==> src/rtl/lr_pkg.sv <==
// shared types and constants for the line rasterizer
// no dependencies; imported by lr_setup and line_rasterizer_top
`timescale 1ns / 1ps

package lr_pkg;

	localparam int COORD_BITS = 12;
	localparam int DELTA_W    = COORD_BITS + 1;
	localparam int STR_W      = COORD_BITS + 2;
	localparam int DIAG_W     = COORD_BITS + 3;
	localparam int DEC_W      = COORD_BITS + 4;
	localparam int STEP_W     = 4;

	localparam logic KIND_LOAD = 1'b0;
	localparam logic KIND_STEP = 1'b1;

	typedef logic signed [COORD_BITS-1:0] coord_t;
	typedef logic [STEP_W-1:0] step_t;

	typedef struct packed {
		logic   kind;
		coord_t start_x;
		coord_t start_y;
		coord_t end_x;
		coord_t end_y;
	} in_item_t;

	typedef struct packed {
		coord_t pixel_x;
		coord_t pixel_y;
		logic   last_pixel;
	} out_item_t;

	// running state of the line being drawn
	typedef struct packed {
		coord_t                     cur_x;
		coord_t                     cur_y;
		coord_t                     major_end;
		logic signed [DEC_W-1:0]    decision;
		logic [STR_W-1:0]           incr_straight;
		logic signed [DIAG_W-1:0]   incr_diagonal;
		logic                       major_is_y;
		logic                       minor_negative;
		logic                       active;
	} lr_line_t;

endpackage

==> src/rtl/lr_setup.sv <==
// line setup: axis choice, endpoint ordering and decision terms for a load item
// depends on lr_pkg
`timescale 1ns / 1ps

module lr_setup
	import lr_pkg::*;
(
	input  in_item_t item,
	output lr_line_t line
);

	logic signed [DELTA_W-1:0] dx, dy;
	logic [COORD_BITS-1:0]     adx, ady;
	logic                      major_y, swap;
	logic [COORD_BITS-1:0]     dmaj, dmin;

	always_comb begin
		dx  = {item.end_x[COORD_BITS-1], item.end_x} - {item.start_x[COORD_BITS-1], item.start_x};
		dy  = {item.end_y[COORD_BITS-1], item.end_y} - {item.start_y[COORD_BITS-1], item.start_y};
		adx = dx[DELTA_W-1] ? COORD_BITS'(-dx) : dx[COORD_BITS-1:0];
		ady = dy[DELTA_W-1] ? COORD_BITS'(-dy) : dy[COORD_BITS-1:0];
		major_y = !(ady < adx);
		// endpoints swap when the major coordinate falls
		swap = major_y ? dy[DELTA_W-1] : dx[DELTA_W-1];
		dmaj = major_y ? ady : adx;
		dmin = major_y ? adx : ady;

		line.major_is_y = major_y;
		if (major_y) begin
			line.minor_negative = swap ? (dx > 0) : dx[DELTA_W-1];
			line.major_end      = swap ? item.start_y : item.end_y;
		end else begin
			line.minor_negative = swap ? (dy > 0) : dy[DELTA_W-1];
			line.major_end      = swap ? item.start_x : item.end_x;
		end
		line.cur_x = swap ? item.end_x : item.start_x;
		line.cur_y = swap ? item.end_y : item.start_y;

		line.incr_straight = {1'b0, dmin, 1'b0};
		line.incr_diagonal = $signed({2'b00, dmin, 1'b0}) - $signed({2'b00, dmaj, 1'b0});
		line.decision      = $signed({3'b000, dmin, 1'b0}) - $signed({4'b0000, dmaj});
		line.active        = (dmaj != '0);
	end

endmodule

==> src/rtl/line_rasterizer_top.sv <==
// midpoint line rasterizer top level: input stage, line state, step logic, result register
// depends on lr_pkg and lr_setup
`timescale 1ns / 1ps

// Usage
// in channel (in_valid/in_ready/in_data): a load item (kind = 0) sets up a new line from its
// two endpoints and replaces any line in progress; a step item (kind = 1) advances the line
// by one step and yields one pixel, with last_pixel set on the final one. The start pixel
// is never produced, and a step with no line in progress or a zero-length load yields nothing.
// cfg channel (cfg_valid/cfg_ready/cfg_data): step size in pixels, 0 acts as 1. It is always
// ready and should be written only while no item is in flight.
// out channel (out_valid/out_ready/out_data): one pixel per producing step item.
// Each item waits in the input register; a producing step then writes its pixel to the result register.
// Throughput: one item per cycle while the output is not stalled; the line state is updated in the same cycle an item
// leaves the input register, so a step may directly follow a load.
// Reset: no line in progress, step size 1, both stages empty.
// Stall: the result register holds while out_ready is low; a producing step waits in the
// input register and in_ready drops once that register is full and blocked.

module line_rasterizer_top
	import lr_pkg::*;
(
	input  logic      clk,
	input  logic      arst_n,
	input  logic      in_valid,
	output logic      in_ready,
	input  in_item_t  in_data,
	output logic      out_valid,
	input  logic      out_ready,
	output out_item_t out_data,
	input  logic      cfg_valid,
	output logic      cfg_ready,
	input  step_t     cfg_data
);

	in_item_t  item_s1;
	logic      valid_s1;
	lr_line_t  line_q;
	step_t     step_size_q;
	out_item_t out_data_q;
	logic      out_valid_q;

	lr_line_t  load_line, step_line, line_next;
	logic      produce, fire, out_free;

	step_t                     step_amt;
	coord_t                    step_c, maj, mino, mino_next;
	logic signed [DELTA_W-1:0] nmaj;
	logic                      step_last, diag_take;
	logic signed [DEC_W-1:0]   dec_str, dec_diag;

	lr_setup u_setup (
		.item (item_s1),
		.line (load_line)
	);

	assign cfg_ready = 1'b1;
	assign out_free  = !out_valid_q || out_ready;
	assign produce   = (item_s1.kind == KIND_STEP) && line_q.active;
	assign fire      = valid_s1 && (!produce || out_free);
	assign in_ready  = !valid_s1 || fire;
	assign out_valid = out_valid_q;
	assign out_data  = out_data_q;

	// one step along the major axis
	always_comb begin
		step_amt  = (step_size_q == '0) ? STEP_W'(1) : step_size_q;
		step_c    = {{(COORD_BITS-STEP_W){1'b0}}, step_amt};
		maj       = line_q.major_is_y ? line_q.cur_y : line_q.cur_x;
		mino      = line_q.major_is_y ? line_q.cur_x : line_q.cur_y;
		nmaj      = $signed({maj[COORD_BITS-1], maj})
			+ $signed({{(DELTA_W-STEP_W){1'b0}}, step_amt});
		step_last = nmaj >= $signed({line_q.major_end[COORD_BITS-1], line_q.major_end});
		dec_str   = {{(DEC_W-STR_W){1'b0}}, line_q.incr_straight};
		dec_diag  = {{(DEC_W-DIAG_W){line_q.incr_diagonal[DIAG_W-1]}}, line_q.incr_diagonal};
		diag_take = line_q.decision > 0;
		if (!diag_take)
			mino_next = mino;
		else if (line_q.minor_negative)
			mino_next = mino - step_c;
		else
			mino_next = mino + step_c;

		step_line          = line_q;
		step_line.decision = line_q.decision + (diag_take ? dec_diag : dec_str);
		step_line.active   = !step_last;
		if (line_q.major_is_y) begin
			step_line.cur_y = nmaj[COORD_BITS-1:0];
			step_line.cur_x = mino_next;
		end else begin
			step_line.cur_x = nmaj[COORD_BITS-1:0];
			step_line.cur_y = mino_next;
		end

		if (item_s1.kind == KIND_LOAD)
			line_next = load_line;
		else
			line_next = step_line;
	end

	always_ff @(posedge clk or negedge arst_n) begin
		if (!arst_n) begin
			valid_s1    <= 1'b0;
			line_q      <= '0;
			step_size_q <= STEP_W'(1);
			out_valid_q <= 1'b0;
		end else begin
			if (in_ready)
				valid_s1 <= in_valid;
			if (cfg_valid && cfg_ready)
				step_size_q <= cfg_data;
			if (fire && (item_s1.kind == KIND_LOAD || produce))
				line_q <= line_next;
			if (fire && produce)
				out_valid_q <= 1'b1;
			else if (out_ready)
				out_valid_q <= 1'b0;
		end
	end

	always_ff @(posedge clk) begin
		if (in_ready && in_valid)
			item_s1 <= in_data;
		if (fire && produce) begin
			out_data_q.pixel_x    <= step_line.cur_x;
			out_data_q.pixel_y    <= step_line.cur_y;
			out_data_q.last_pixel <= step_last;
		end
	end

	// the decision term stays between the two increments while a line is in progress
	assert property (@(posedge clk) disable iff (!arst_n)
		line_q.active |-> (line_q.decision > dec_diag) && (line_q.decision <= dec_str))
		else $error("decision term out of range");

	assert property (@(posedge clk) disable iff (!arst_n)
		(fire && produce && step_last) |=> !line_q.active)
		else $error("line still active after last pixel");

	assert property (@(posedge clk) disable iff (!arst_n)
		$rose(out_valid_q) |-> $past(fire && produce))
		else $error("result appeared without a producing step");

	assert property (@(posedge clk) disable iff (!arst_n)
		!in_ready |-> (valid_s1 && produce && !out_free))
		else $error("input stalled without a blocked step");

endmodule
==> config.mk <==
export PLATFORM = sky130hd
export DESIGN_NAME = line_rasterizer_top
export DESIGN_NICKNAME = d
export VERILOG_FILES = /design/src/rtl/lr_pkg.sv /design/src/rtl/lr_setup.sv /design/src/rtl/line_rasterizer_top.sv
export SDC_FILE = /design/constraint.sdc
export NUM_CORES = 1
export LEC_CHECK = 0
export BUFFER_PORTS_ARGS = -buffer_cell sky130_fd_sc_hd__buf_2
export CORE_MARGIN = 2
export CORE_UTILIZATION = 56
export DETAILED_ROUTE_END_ITERATION = 7
export PLACE_DENSITY = 0.84
export SETUP_SLACK_MARGIN = 0.1
export SYNTH_ARGS = -nofsm -noshare
export SYNTH_HDL_FRONTEND = slang
export SYNTH_SLANG_ARGS = --single-unit
export TNS_END_PERCENT = 100
==> constraint.sdc <==
create_clock -name clk -period 8.3 [get_ports clk]
set_clock_uncertainty 0.2 [all_clocks]
set_input_delay 1.66 -clock clk [delete_from_list [all_inputs] [get_ports clk]]
set_output_delay 1.66 -clock clk [all_outputs]
set_load 0.01 [all_outputs]
==> metrics.yaml, run 1 <==
p_seq_share_pct: 18.7
synthArstFlopShare_pct: 53.8
viasPerCell: 6.09
crit-reg2reg-launch: "item_s1[36]"
rsz0062_at_grt: "no"
firstDrtPassIters: 7
cpMaxStageDelayCell: "edfxtp_1"
synth_flop_cell: "dfrtp_1"
timing.critical_path.required_ns: 8.47
routed_wl_mm: 35.2
postSynthCellCount: 1470
reg2reg_setup_slack_ns: 0.49
hpwlAfterDp_mm: 26.3
grt_max_degree: 64
initial_core_util_pct: 56.6
slew_headroom_pct: 22.8
core_area_sq_um: 22400
syn_area_per_cell_sq_um: 8.63
area_growth_pct: 14.4
routabilityCongestion: 0.988
holdWs_ns: 0.270
power_frac_comb_pct: 69.9
fillers: 1814
hold_depth: 2
irDropWorstVdd_v: 0.000252
fin_util_pct: 64.7
powerDensity_nw_per_um2: 485
die_area_sq_um: 23900
maxCapViolations: 0
leakage_nw: 6.28
antenna_cells: 0
ctsLongestPathBuffers: 2
reg2reg_to: "line_q[44]"
dr_total_vias: 11400
setup_viol: 0
synthesis.nets: 1620
drv_slew: 0
cts_tree: "yes"
die_w_um: 155
yosysWarningCount: 0
ant_nets: 0
worst_r2r_path_depth: 34
power_mw: 7.04
io_buffers: 84
worst_pin_slew_ns: 1.15
clock_sinks: 160
first_global_vias: 10800
antenna_found_initial: 0
ios: 86
p_int_mw: 3.57
cp_max_fo: 10
drc: 0
cts-root-buf: "clkbuf_16"
worst-setup-path-type: "reg2reg"
hold_viol_final: 0
ys_seq_area_share_pct: 34.5
min_to: "dec_str[2]"
worstSetupStartpointType: "flip-flop"
globalRoute.totalOverflow: 0
nNetsFinal: 1719
critical_path_arrival_ns: 7.97
min-delay-start: "dec_str[2]"
die_h_um: 155
track_usage_pct: 29.8
synth_edf_count: 74
switching_share_pct: 49.3
final.setup.tns_ns: 0
hold_buffers: 0
cpPeakStageDelay_ns: 0.41
clock_latency_ns: 0.45
path_clk_slew_ns: 0.07
p_sw_mw: 3.47
rows: 55
fmax_mhz: 128
period_share_pct: 94.1
htree_levels: 4
p_clk_share_pct: 11.4
hold_path_class: "reg2reg"
syn_area_sq_um: 12700
crit_path_end_kind: "flip-flop"
drtIter0Drc: 1022
synth.distinct_cells: 91
status: "complete, no violations"
synth-seq-cells: 160
wire_per_inst_um: 18.8
cts_buffers: 17
finalCriticalPeriod_ns: 7.81
drive_above_1_share_pct: 17.5
grt_pass1_wl_mm: 56.3
[area by class of cell]
type | instances | area [sq um] | share of cell area (%)
Multi-Input combinational cell | 1140 | 7930 | 54.6
Sequential cell | 160 | 4380 | 30.2
Timing Repair Buffer | 144 | 873 | 6.02
Clock buffer | 18 | 429 | 2.96
Inverter | 106 | 398 | 2.74
Tap cell | 285 | 357 | 2.46
Clock inverter | 14 | 151 | 1.04
[metrics by stage]
stage	area, sq um	worst slack (ns)	std cells
2_1_floorplan	12800	0.110	1470
3_3_place_gp	13700	0.281	1827
3_5_place_dp	13700	0.122	1827
4_1_cts	14300	0.129	1859
5_1_grt	14500	0.0411	1867
6_report	14500	0.494	1867
[cell families after synthesis]
family | share of synthesized area, %
other cells | 0.0296
flops | 34.5
buf+inv | 5.14
simple gates | 16.5
fa+ha+maj | 10.1
mux | 6.50
compound gates | 20.7
xor+xnor | 6.62
[layer usage]
metal / vias to the layer above / part of all wire, % / track usage [%]
li1: 5443 / - / -
met1: 5397 / 44 / 41.0
met2: 466 / 46 / 48.4
met3: 73 / 7.2 / 4.99
met4: 0 / 2.4 / 9.39
met5: - / 0 / 0
[power by group through the flow]
stage | registers, mW | clock network (mW) | logic (mW)
after floorplan | 1.29 | 0 | 3.46
after global placement | 1.31 | 0 | 4.54
after detailed placement | 1.33 | 0 | 4.67
after CTS | 1.31 | 0.799 | 4.72
after global routing | 1.35 | 0.830 | 5.37
final | 1.32 | 0.800 | 4.92
[flip-flops by register name, indices dropped and copies added (netlist names)]
signal,flops
out_valid,1
dec_str,12
step_size_q,4
out_data,25
item_s1,49
valid_s1,1
line_q,55
dec_diag,13
[cell usage after synthesis (7+ instances only)]
library cell,number,share of area [%]
and2_1,7,0.35
a31oi_1,11,0.54
edfxtp_1,74,18
inv_1,101,3.0
xor2_1,38,2.6
nor2_1,126,3.7
dfrtp_1,85,17
nand4_1,14,0.69
o21a_1,11,0.65
o21ai_0,135,5.3
o22ai_1,7,0.35
clkbuf_1,52,1.5
nand2_1,164,4.9
nor4_1,7,0.35
o31ai_1,9,0.53
nand2b_1,18,0.89
maj3_1,7,0.55
nand3_1,39,1.5
a21oi_1,115,4.5
o211ai_1,34,2.0
nor2b_1,21,1.0
or2_2,7,0.35
xnor2_1,56,3.9
mux2i_1,43,3.4
nor3_1,19,0.75
o21bai_1,11,0.65
a211oi_1,7,0.41
a21o_1,11,0.65
ha_1,86,8.5
mux2_2,34,3.0
[placed cells by master (no fill, tap or decap), types with 6 or more instances in the layout]
master | netlist | routed
edfxtp_1 | 74 | 74
o21ai_1 | 2 | 7
nor3_1 | 19 | 17
o21a_1 | 11 | 11
dfrtp_1 | 85 | 84
a22oi_1 | 6 | 6
o31ai_1 | 9 | 7
o21ai_0 | 135 | 129
a21oi_2 | 1 | 6
nand2b_1 | 18 | 18
nor2b_1 | 21 | 20
nand4_1 | 14 | 14
clkbuf_16 | 0 | 17
mux2_2 | 34 | 34
buf_2 | 5 | 83
nor2_1 | 126 | 124
o22ai_1 | 7 | 7
nor4_1 | 7 | 6
ha_1 | 86 | 83
mux2i_1 | 43 | 42
buf_4 | 2 | 61
and2_1 | 7 | 6
or3_1 | 6 | 6
nand3_1 | 39 | 38
o21bai_1 | 11 | 11
o211ai_1 | 34 | 34
inv_1 | 101 | 101
a21oi_1 | 115 | 109
or2_2 | 7 | 7
nand2_1 | 164 | 163
xnor2_1 | 56 | 55
a31oi_1 | 11 | 11
xor2_1 | 38 | 32
maj3_1 | 7 | 7
a21o_1 | 11 | 11
[what timing repair did]
| item | 4_1_cts | 5_1_grt |
|---|---|---|
| setup endpoints to repair | 2 | 10 |
| pin swaps | 0 | 5 |
| buffers inserted | 0 | 8 |
| gates resized for setup | 2 | 34 |
[worst max-delay path by stage]
stage / slack [ns] / cells after the start / from / end
2_1_floorplan: 0.11 / 37 / item_s1[17] / line_q[44]
3_3_place_gp: 0.28 / 32 / item_s1[36] / line_q[44]
3_5_place_dp: 0.12 / 34 / item_s1[12] / line_q[44]
4_1_cts: 0.13 / 34 / item_s1[12] / line_q[44]
5_1_grt: 0.04 / 35 / item_s1[12] / line_q[42]
6_report: 0.49 / 34 / item_s1[36] / line_q[44]
[critical path, delay by kind of cell, from the launching register on]
kind / cells / cell delay [ns]
DFF: 1 / 0.41
and+or+nand+nor: 9 / 1.46
AOI/OAI and AO/OA: 17 / 3.46
muxes: 1 / 0.34
xor gates and xnor gates: 1 / 0.19
adders and majority gates: 5 / 1.54
buffers and inverters: 1 / 0.12
No activity file was read; power rests on OpenSTA's default activity.
==> run 2, diff against run 1 <==
Settings changed: CORE_ASPECT_RATIO set to 2.
Clock period 8.3 ns to 6.9 ns, I/O delays scaled along.
==> metrics.yaml, run 2 (synthesis results as in run 1) <==
io_buffers: 84
grt_pass1_wl_mm: 66.5
place_area_sq_um: 15200
finalCriticalPeriod_ns: 7.96
hpwlAfterDp_mm: 30.2
die_area_sq_um: 24000
nNetsFinal: 1932
ctsLongestPathBuffers: 2
htree_levels: 4
violations: "setup timing"
path_clk_slew_ns: 0.07
worst_pin_slew_ns: 1.17
drv_slew: 0
first_global_vias: 13400
worst-setup-path-type: "reg2reg"
hold_path_class: "reg2reg"
cts_buffers: 17
cts-root-buf: "clkbuf_16"
maxCapViolations: 0
status: "finished with violations"
rows: 77
holdWs_ns: 0.276
routabilityCongestion: 1.02
ant_nets: 0
p_clk_share_pct: 9.4
met3_length_mm: 3.07
globalRoute.totalOverflow: 0
routed-wl-met2_mm: 22.2
rsz0062_at_grt: "yes"
layout_setup_ws_ns: -1.06
cts_tree: "yes"
leakage_nw: 7.43
core_area_sq_um: 22200
hold_depth: 2
hold_buffers: 0
wire_per_inst_um: 21.3
min-delay-start: "dec_str[7]"
critical_path_arrival_ns: 8.14
worst_r2r_path_depth: 34
cp_max_fo: 7
p_sw_mw: 4.78
power_mw: 9.82
routed_wl_mm: 44.0
reg2reg_setup_slack_ns: -1.06
ios: 86
hold_viol_final: 0
antenna_cells: 0
worstSetupStartpointType: "flip-flop"
final_area_sq_um: 16600
firstDrtPassIters: 8
drc: 0
min_to: "dec_str[7]"
p_int_mw: 5.04
fmax_mhz: 126
grt_max_degree: 65
slew_headroom_pct: 21.2
antenna_found_initial: 0
top_register: "line_q"
initial_core_util_pct: 57.3
area_growth_pct: 31.2
track_usage_pct: 35.2
irDropWorstVdd_v: 0.000333
final.setup.tns_ns: -5.78
viasPerCell: 6.39
period_share_pct: 115
powerDensity_nw_per_um2: 590
wl_met1_mm: 14.7
fin_util_pct: 75.1
power_frac_comb_pct: 74.4
switching_share_pct: 48.7
mostFrequentLayoutCell: "buf_4"
die_h_um: 217
crit-reg2reg-launch: "item_s1[12]"
mostFrequentLayoutCells: "buf_4 (268), nand2_1 (157), nor2_1 (117), o21ai_0 (110), a21oi_1 (100)"
topRoutingLayerUsed: "met4"
drtIter0Drc: 1329
largest_reg_flops: 55
p_seq_share_pct: 16.2
die_w_um: 110
timing.critical_path.required_ns: 7.09
drive_above_1_share_pct: 32.0
critical_path.most_common_cell: "a31oi_1"
reg2reg_to: "line_q[44]"
clock_latency_ns: 0.46
clock_sinks: 160
dr_total_vias: 13200
cpMaxStageDelayCell: "edfxtp_1"
cpPeakStageDelay_ns: 0.41
crit_path_end_kind: "flip-flop"
setup_viol: 18
run 2: per-layer routing:
metal / up-vias / global-route usage, %
li1: 5863 / -
met1: 6237 / 35.2
met2: 820 / 63.5
met3: 324 / 6.40
met4: 0 / 27.9
met5: - / 0
run 2: cell type report:
| cell class | count | area, sq um |
|---|---|---|
| timing repair buffer | 357 | 2510 |
| multi-input combinational | 1140 | 8450 |
| clock buffer | 20 | 468 |
| fill | 1440 | 5510 |
| inverter | 106 | 402 |
| clock inverter | 12 | 96.3 |
| tap | 276 | 345 |
| sequential | 160 | 4380 |
run 2: worst max path at each step:
stage,endpoint,slack (ns),cells past startpoint,start
global route,line_q[44],-1.29,34,item_s1[12]
detailed placement,line_q[42],-0.76,35,item_s1[0]
floorplan,line_q[44],-0.74,39,item_s1[12]
finish,line_q[44],-1.06,34,item_s1[12]
CTS,line_q[42],-0.42,35,item_s1[36]
global placement,line_q[42],-0.42,35,item_s1[0]
run 2: repair_timing:
item,CTS,global route
buffers inserted,40,15
gates cloned,0,0
pin swaps,49,34
resized for setup,56,67
setup endpoints to repair,13,40
run 2: worst max-delay path, delay by kind of cell (launching register included):
kind / cells / cell delay [ns]
buffers and inverters: 3 / 0.28
adder cells (fa/ha/maj): 5 / 1.24
AND/OR/NAND/NOR: 6 / 1.48
AO/OA/AOI/OAI: 16 / 3.22
XOR/XNOR: 2 / 0.42
flip-flops: 1 / 0.41
multiplexers: 2 / 0.61
run 2: power by group through the flow:
stage	sequential [mW]	clock (mW)	combinational [mW]
6_report	1.59	0.927	7.31
5_1_grt	1.62	0.960	7.84
4_1_cts	1.58	0.929	6.64
3_5_place_dp	1.59	0	6.26
3_3_place_gp	1.58	0	6.06
2_1_floorplan	1.55	0	4.41
run 2: through the flow:
step | setup WS [ns] | instances
2_1_floorplan | -0.745 | 1470
3_5_place_dp | -0.761 | 1991
5_1_grt | -1.29 | 2071
6_report | -1.06 | 2071
3_3_place_gp | -0.418 | 1991
4_1_cts | -0.423 | 2061
